[config.mk]
export PLATFORM = sky130hd
export DESIGN_NAME = gcd_of_n_values_core
export DESIGN_NICKNAME = d
export VERILOG_FILES = /design/src/sv/gcdn_pkg.sv /design/src/sv/gcdn_dp.sv /design/src/sv/gcdn_ctrl.sv /design/src/sv/gcd_of_n_values_core.sv
export SDC_FILE = /design/constraint.sdc
export NUM_CORES = 1
export LEC_CHECK = 0
export BUFFER_PORTS_ARGS = -buffer_cell sky130_fd_sc_hd__buf_2
export CELL_PAD_IN_SITES_DETAIL_PLACEMENT = 0
export CELL_PAD_IN_SITES_GLOBAL_PLACEMENT = 1
export CORE_MARGIN = 2
export CORE_UTILIZATION = 50
export CTS_CLUSTER_SIZE = 24
export DETAILED_ROUTE_END_ITERATION = 8
export PLACE_DENSITY = 0.92
export SLEW_MARGIN = 20
export SYNTH_ARGS = -nofsm -noshare
export SYNTH_HDL_FRONTEND = slang
export SYNTH_SLANG_ARGS = --single-unit
[constraint.sdc]
create_clock -name clk -period 11 [get_ports clk]
set_clock_uncertainty 0.05 [all_clocks]
set_input_delay 2.2 -clock clk [delete_from_list [all_inputs] [get_ports clk]]
set_output_delay 2.2 -clock clk [all_outputs]
set_load 0.05 [all_outputs]
[src/sv/gcdn_pkg.sv]
// gcdn_pkg: shared constants and controller/datapath interface types
// for the n-value gcd block. No dependencies.
`default_nettype none

package gcdn_pkg;

  // default width of one input integer
  localparam int GCDN_VALUE_WIDTH = 32;
  // width of the gcd result field
  localparam int GCDN_OUT_WIDTH   = 32;

  // commands from the controller to the datapath
  typedef struct packed {
    logic load;    // take the new magnitude, start a reduction
    logic step;    // one binary gcd step (or settle when finished)
    logic shift;   // restore one common factor of two
    logic commit;  // store the reduced value as the running gcd
    logic emit;    // write the result register, clear the running gcd
  } gcdn_cmd_t;

  // status from the datapath to the controller
  typedef struct packed {
    logic done;      // reduction has reached its end
    logic k_zero;    // no common factors of two left to restore
    logic out_free;  // result register can take a new result
  } gcdn_sts_t;

endpackage

`default_nettype wire

[src/sv/gcdn_dp.sv]
// gcdn_dp: datapath of the gcd block: magnitude, binary gcd reduction,
// running gcd and the result register. Depends on gcdn_pkg.
`default_nettype none

module gcdn_dp #(
  parameter int VALUE_WIDTH = gcdn_pkg::GCDN_VALUE_WIDTH
) (
  input  wire logic                                 clk,
  input  wire logic                                 rst_n,
  input  wire logic [VALUE_WIDTH-1:0]               in_value,
  input  wire gcdn_pkg::gcdn_cmd_t                  cmd,
  output gcdn_pkg::gcdn_sts_t                       sts,
  output logic                                      out_valid,
  input  wire logic                                 out_ready,
  output logic [gcdn_pkg::GCDN_OUT_WIDTH-1:0]       out_gcd,
  output logic                                      out_undef
);
  import gcdn_pkg::*;

  localparam int KW = $clog2(VALUE_WIDTH);
  localparam logic [VALUE_WIDTH-1:0] ONE = VALUE_WIDTH'(1);

  logic [VALUE_WIDTH-1:0] a_r, a_nxt;
  logic [VALUE_WIDTH-1:0] b_r, b_nxt;
  logic [KW-1:0]          k_r, k_nxt;
  logic [VALUE_WIDTH-1:0] run_r, run_nxt;
  logic                   out_valid_r;
  logic [GCDN_OUT_WIDTH-1:0] out_gcd_r;
  logic                   out_undef_r;

  logic [VALUE_WIDTH-1:0] mag;
  logic [VALUE_WIDTH-1:0] diff_ab;
  logic [VALUE_WIDTH-1:0] diff_ba;
  logic [VALUE_WIDTH-1:0] res;
  logic                   done;
  logic [VALUE_WIDTH+GCDN_OUT_WIDTH-1:0] run_ext;

  // magnitude, most negative value maps to 2^(w-1) unsigned
  assign mag = in_value[VALUE_WIDTH-1] ? VALUE_WIDTH'(~in_value + ONE) : in_value;

  assign diff_ab = a_r - b_r;
  assign diff_ba = b_r - a_r;

  // end of reduction and its odd-part result
  assign done = (a_r == '0) || (b_r == '0) || (a_r == ONE) || (b_r == ONE);
  always_comb begin
    priority if (a_r == '0) begin
      res = b_r;
    end else if (b_r == '0) begin
      res = a_r;
    end else begin
      res = ONE;
    end
  end

  // reduction registers
  always_comb begin
    a_nxt = a_r;
    b_nxt = b_r;
    k_nxt = k_r;
    if (cmd.load) begin
      a_nxt = run_r;
      b_nxt = mag;
      k_nxt = '0;
    end else if (cmd.step) begin
      priority if (done) begin
        a_nxt = res;
      end else if (!a_r[0] && !b_r[0]) begin
        a_nxt = a_r >> 1;
        b_nxt = b_r >> 1;
        k_nxt = k_r + KW'(1);
      end else if (!a_r[0]) begin
        a_nxt = a_r >> 1;
      end else if (!b_r[0]) begin
        b_nxt = b_r >> 1;
      end else if (a_r >= b_r) begin
        a_nxt = diff_ab >> 1;
      end else begin
        b_nxt = diff_ba >> 1;
      end
    end else if (cmd.shift) begin
      a_nxt = a_r << 1;
      k_nxt = k_r - KW'(1);
    end
  end

  // running gcd of the current set
  always_comb begin
    run_nxt = run_r;
    if (cmd.commit) begin
      run_nxt = a_r;
    end else if (cmd.emit) begin
      run_nxt = '0;
    end
  end

  assign run_ext = {{GCDN_OUT_WIDTH{1'b0}}, run_r};

  always_ff @(posedge clk) begin
    a_r <= a_nxt;
    b_r <= b_nxt;
    k_r <= k_nxt;
    if (!rst_n) begin
      run_r <= '0;
    end else begin
      run_r <= run_nxt;
    end
  end

  // result register, holds until the receiver takes the transfer
  always_ff @(posedge clk) begin
    if (!rst_n) begin
      out_valid_r <= 1'b0;
    end else if (cmd.emit) begin
      out_valid_r <= 1'b1;
    end else if (out_ready) begin
      out_valid_r <= 1'b0;
    end
    if (cmd.emit) begin
      out_gcd_r   <= run_ext[GCDN_OUT_WIDTH-1:0];
      out_undef_r <= (run_r == '0);
    end
  end

  assign out_valid    = out_valid_r;
  assign out_gcd      = out_gcd_r;
  assign out_undef    = out_undef_r;
  assign sts.done     = done;
  assign sts.k_zero   = (k_r == '0);
  assign sts.out_free = !out_valid_r || out_ready;

`ifndef SYNTH
  // running gcd is cleared once a set has been emitted
  a_emit_clears: assert property (@(posedge clk) disable iff (!rst_n)
    cmd.emit |=> (run_r == '0))
    else $error("running gcd not cleared after emit");

  // a result is only written when the register is free
  a_emit_free: assert property (@(posedge clk) disable iff (!rst_n)
    cmd.emit |-> sts.out_free)
    else $error("result register overwritten");

  // a restore step doubles the value and uses up one factor of two
  a_shift_double: assert property (@(posedge clk) disable iff (!rst_n)
    cmd.shift |=> (a_r == ($past(a_r) << 1)) && (k_r == $past(k_r) - KW'(1)))
    else $error("restore step wrong");

  // an undefined result always carries a zero gcd
  a_undef_zero: assert property (@(posedge clk) disable iff (!rst_n)
    (out_valid_r && out_undef_r) |-> (out_gcd_r == '0))
    else $error("undefined result with nonzero gcd");
`endif

endmodule

`default_nettype wire

[src/sv/gcdn_ctrl.sv]
// gcdn_ctrl: controller state machine of the gcd block; sequences load,
// reduction, restore, commit and emit. Depends on gcdn_pkg.
`default_nettype none

module gcdn_ctrl (
  input  wire logic                clk,
  input  wire logic                rst_n,
  input  wire logic                in_tvalid,
  input  wire logic                in_tlast,
  output logic                     in_tready,
  output gcdn_pkg::gcdn_cmd_t      cmd,
  input  wire gcdn_pkg::gcdn_sts_t sts
);
  import gcdn_pkg::*;

  typedef enum logic [1:0] {
    S_IDLE,
    S_RUN,
    S_SHIFT,
    S_EMIT
  } state_t;

  state_t state_r, state_nxt;
  logic   last_r, last_nxt;

  // next state and commands
  always_comb begin
    state_nxt  = state_r;
    last_nxt   = last_r;
    cmd        = '0;
    unique case (state_r)
      S_IDLE: begin
        if (in_tvalid) begin
          cmd.load  = 1'b1;
          last_nxt  = in_tlast;
          state_nxt = S_RUN;
        end
      end
      S_RUN: begin
        cmd.step = 1'b1;
        if (sts.done) begin
          state_nxt = S_SHIFT;
        end
      end
      S_SHIFT: begin
        if (!sts.k_zero) begin
          cmd.shift = 1'b1;
        end else begin
          cmd.commit = 1'b1;
          state_nxt  = last_r ? S_EMIT : S_IDLE;
        end
      end
      S_EMIT: begin
        if (sts.out_free) begin
          cmd.emit  = 1'b1;
          state_nxt = S_IDLE;
        end
      end
      default: begin
        state_nxt = S_IDLE;
      end
    endcase
  end

  // state register
  always_ff @(posedge clk) begin
    if (!rst_n) begin
      state_r <= S_IDLE;
      last_r  <= 1'b0;
    end else begin
      state_r <= state_nxt;
      last_r  <= last_nxt;
    end
  end

  assign in_tready = (state_r == S_IDLE);

endmodule

`default_nettype wire

[src/sv/gcd_of_n_values_core.sv]
// gcd_of_n_values_core: top level of the n-value gcd block; joins the
// controller and the datapath. Depends on gcdn_pkg, gcdn_ctrl, gcdn_dp.
//
// Usage: each in_ transfer carries one signed integer in in_tdata; in_tlast
// marks the final integer of a set. The block keeps the running gcd of the
// magnitudes of the set and, on the final integer, delivers one out_
// transfer: out_tdata holds the gcd, out_tuser flags a set of all zeros
// (gcd then reads 0). Other integers give no output transfer.
// Sequencing: one integer at a time. An item is loaded, then reduced by
// binary gcd steps until the reduction ends, then its common factors of
// two are restored, then the result is committed as the running gcd; a
// final integer then writes the result register, waiting while that
// register still holds a result the receiver has not taken.
// Reset (rst_n low, synchronous) clears the running gcd and empties the
// result register. If the receiver holds out_tready low, the result stays
// in its register; the block keeps taking integers of the next set and
// stalls only when the next result is due.
`default_nettype none

module gcd_of_n_values_core #(
  parameter int VALUE_WIDTH = gcdn_pkg::GCDN_VALUE_WIDTH
) (
  input  wire logic                               clk,
  input  wire logic                               rst_n,
  // in_tdata: value [VALUE_WIDTH-1:0], zero padding to whole bytes
  input  wire logic [((VALUE_WIDTH+7)/8)*8-1:0]   in_tdata,
  input  wire logic                               in_tlast,
  input  wire logic                               in_tvalid,
  output logic                                    in_tready,
  // out_tdata: gcd_value [31:0]
  output logic [gcdn_pkg::GCDN_OUT_WIDTH-1:0]     out_tdata,
  // out_tuser: undefined [0]
  output logic                                    out_tuser,
  output logic                                    out_tvalid,
  input  wire logic                               out_tready
);
  import gcdn_pkg::*;

  gcdn_cmd_t cmd;
  gcdn_sts_t sts;

  // sequencing
  gcdn_ctrl u_ctrl (
    .clk       (clk),
    .rst_n     (rst_n),
    .in_tvalid (in_tvalid),
    .in_tlast  (in_tlast),
    .in_tready (in_tready),
    .cmd       (cmd),
    .sts       (sts)
  );

  // arithmetic and result register
  gcdn_dp #(
    .VALUE_WIDTH (VALUE_WIDTH)
  ) u_dp (
    .clk       (clk),
    .rst_n     (rst_n),
    .in_value  (in_tdata[VALUE_WIDTH-1:0]),
    .cmd       (cmd),
    .sts       (sts),
    .out_valid (out_tvalid),
    .out_ready (out_tready),
    .out_gcd   (out_tdata),
    .out_undef (out_tuser)
  );

endmodule

`default_nettype wire
==> run_results.csv <==
group,metric,value,unit
place,globalplace.congestion,1.018,
hold_path,hold_class,"reg2reg",
timing,setup_viol,0,
global_route,overflow,0,
detailed_routing,drt-initial-drc-count,1092,
yosys,synth_area,10750,um^2
detailed_routing,drc,0,
pwr,power.density,215.4,nW/um^2
cts,cts_buffers,17,
floorplan,row_count,53,
timing,relSlewSlack,0.3237,
pwr,swShare,0.4305,
global_route,antenna_found_initial,0,
yosys,synth_common_cells,"112 x a21oi_1, 107 x nand2_1, 97 x edfxtp_1",
global_route,grt_pass1_vias,8896,
yosys,yosysTopAreaCellShare,0.2710,
detailed_routing,wl_per_cell,19.96,um
timing,timing.hold.ws,0.4461,ns
pwr,clkPwrFrac,0.238,
detailed_routing,detail-route-antenna-nets,0,
timing,maxSlewViolCount,0,
yosys,synth_area_leaders,"edfxtp_1 27%, ha_1 7.9%, dfxtp_1 7.6%",
timing,fin_setup_tns,0,ns
layout,synthToLayoutAreaGrowth,10.61,%
pwr,p_leak,4.597,nW
cts,postCtsHoldBufs,0,
worst_setup_path,critPathLaunchType,"input port",
detailed_routing,via_per_inst,6.259,
cts,cts_resized,0,
status,outcome,"complete, no violations",
yosys,syn_inst,1269,
floorplan,fp.dieArea,22680,um^2
cts,root_buffer,"clkbuf_16",
yosys,synth_area_per_cell,8.469,um^2
cts,cts.sinks,138,
place,dpl.hpwl,23540,um
layout,final_nets,1398,
yosys,synth_ff_type,"edfxtp_1",
floorplan,initial_core_util,0.5096,
layout,finalCoreUtilization,0.5637,
cts,cts_tree,"done",
pwr,seqPwrFrac,0.297,
timing,setup_slack,6.469,ns
timing,period_share,0.4119,
cts,htreeDepth,4,
worst_setup_path,end_kind,"flip-flop",
pwr,combinationalPowerShare,0.465,
floorplan,die_w,150.6,um
yosys,synth_edf_count,97,
worst_setup_path,critPathRequiredTime,11.09,ns
cts,insertion_delay,0.42,ns
cts,clk_path_buf_depth,2,
pwr,intPower,0.001458,W
detailed_routing,routed_wl,31490,um
yosys,yosysMostFrequentCell,"a21oi_1",
yosys,seq_area_frac_synth,0.3474,
pwr,total_power,0.002560,W
global_route,track_usage,0.2786,
yosys,yosysTopAreaCell,"edfxtp_1",
worst_setup_path,cp_max_fo,5,
cts,clkTransAtPathRegs,0.07,ns
detailed_routing,first_pass_iters,5,
pwr,ir_worst_vdd,0.09044,mV
pwr,p_sw,0.001102,W
global_route,grt_max_degree,61,
timing,finalHoldViolations,0,
yosys,synth_fp_nets,1377,
timing,max_freq,220.7,MHz
cts,post_cts_buffers,0,
detailed_routing,dr_total_vias,9876,
flow_run,cap_violations,0,
layout,diodes,0,
yosys,yosysUniqueCellTypes,68,
timing,rsz0062_at_grt,"false",
timing,post-route-min-period,4.531,ns
floorplan,core_area,21090,um^2
global_route,grt_pass1_wl,49090,um
place,portBuffers,71,
floorplan,io_pins,72,
place,pre_cts_ws,6.010,ns
layout,layout-drive-gt1-share,0.1067,
yosys,async_flop_share,0,
worst_setup_path,worstSetupPathType,"in2reg",
yosys,synth_seq_cells,138,
timing,worstMarginPinSlew,1.008,ns
floorplan,die_h,150.6,um
worst_setup_path,arrival,4.63,ns
yosys,yosysWarnings,0,
## flip-flops by register name, indices dropped and copies added (netlist names)
signal	cells
u_dp.out_undef	1
u_dp.run_r	32
u_ctrl.state_r	2
u_dp.out_valid	1
u_dp.k_r	5
u_ctrl.last_r	1
u_dp.b_r	32
u_dp.a_r	32
u_dp.out_gcd	32
## through the flow
step	instance area, um^2	instances
5_1_grt	11890	1578
4_1_cts	11890	1578
2_1_floorplan	10750	1269
3_5_place_dp	11270	1546
3_3_place_gp	11250	1544
6_report	11890	1578
## worst max-delay path: stages
cell	delay, ns
buf_2	0.11
or4_4	0.56
or3_4	0.41
or4_4	0.44
or3_4	0.40
o31ai_4	0.19
xor2_1	0.18
o221ai_1	0.14
## cells in the final DEF, fill, tap and decap left out, drive strengths merged, types with 5 or more instances in the layout
master	instances
a21boi	35
edfxtp	97
a221oi	31
or4	6
xor2	45
a21o	24
ha	68
nand3	64
xnor2	43
nand2	107
buf	88
nor4	25
a22oi	19
nor2b	12
nand4b	5
nand4	15
nor3	16
o41ai	7
o31ai	11
o21a	15
a31oi	24
a311oi	8
o21bai	11
or3	11
o21ai	73
nand2b	9
o22ai	5
clkbuf	18
dfxtp	41
nor2	91
o2111ai	5
a211oi	7
inv	86
o221ai	13
a21oi	112
o211ai	5
## power groups by stage
stage	registers, W	logic [W]	clock network, W
6_report	0.000761	0.00119	0.000610
5_1_grt	0.000763	0.00130	0.000635
4_1_cts	0.000752	0.00116	0.000611
3_5_place_dp	0.000763	0.00115	0
3_3_place_gp	0.000762	0.00115	0
2_1_floorplan	0.000703	0.000899	0
## cells by family after synthesis
logic type / Yosys count / share of synthesized area
AO/OA/AOI/OAI: 424 / 0.2637
AND/OR/NAND/NOR: 378 / 0.1700
buffers and inverters: 166 / 0.05868
flip-flops: 138 / 0.3474
XOR/XNOR: 88 / 0.07172
adder cells (fa/ha/maj): 71 / 0.08476
multiplexers: 4 / 0.003726
## cell type report
class | count | area (um^2)
fillers | 1967 | 9201
multi-input cells | 965 | 6400
flip-flops and latches | 138 | 3734
repair buffers | 88 | 494.2
clock buffers | 18 | 429.2
well taps | 275 | 344.1
inverters | 80 | 300.3
clock inverters | 14 | 185.2
## worst paths after layout
check                start       endpoint  slack, ns  cells past startpoint
max reg2reg   u_dp.b_r[19]   u_dp.a_r[22]       6.91                     11
min reg2reg  u_ctrl.last_r  u_ctrl.last_r       0.45                      2
max            in_tdata[8]   u_dp.b_r[29]       6.47                      8
min          u_ctrl.last_r  u_ctrl.last_r       0.45                      2
## per-layer routing
layer	track usage	routed length, um
met1	0.4317	15010
met2	0.3916	12820
met3	0.04242	2830
met4	0.09393	834
met5	0	0
(Power assumes the default switching activity.)
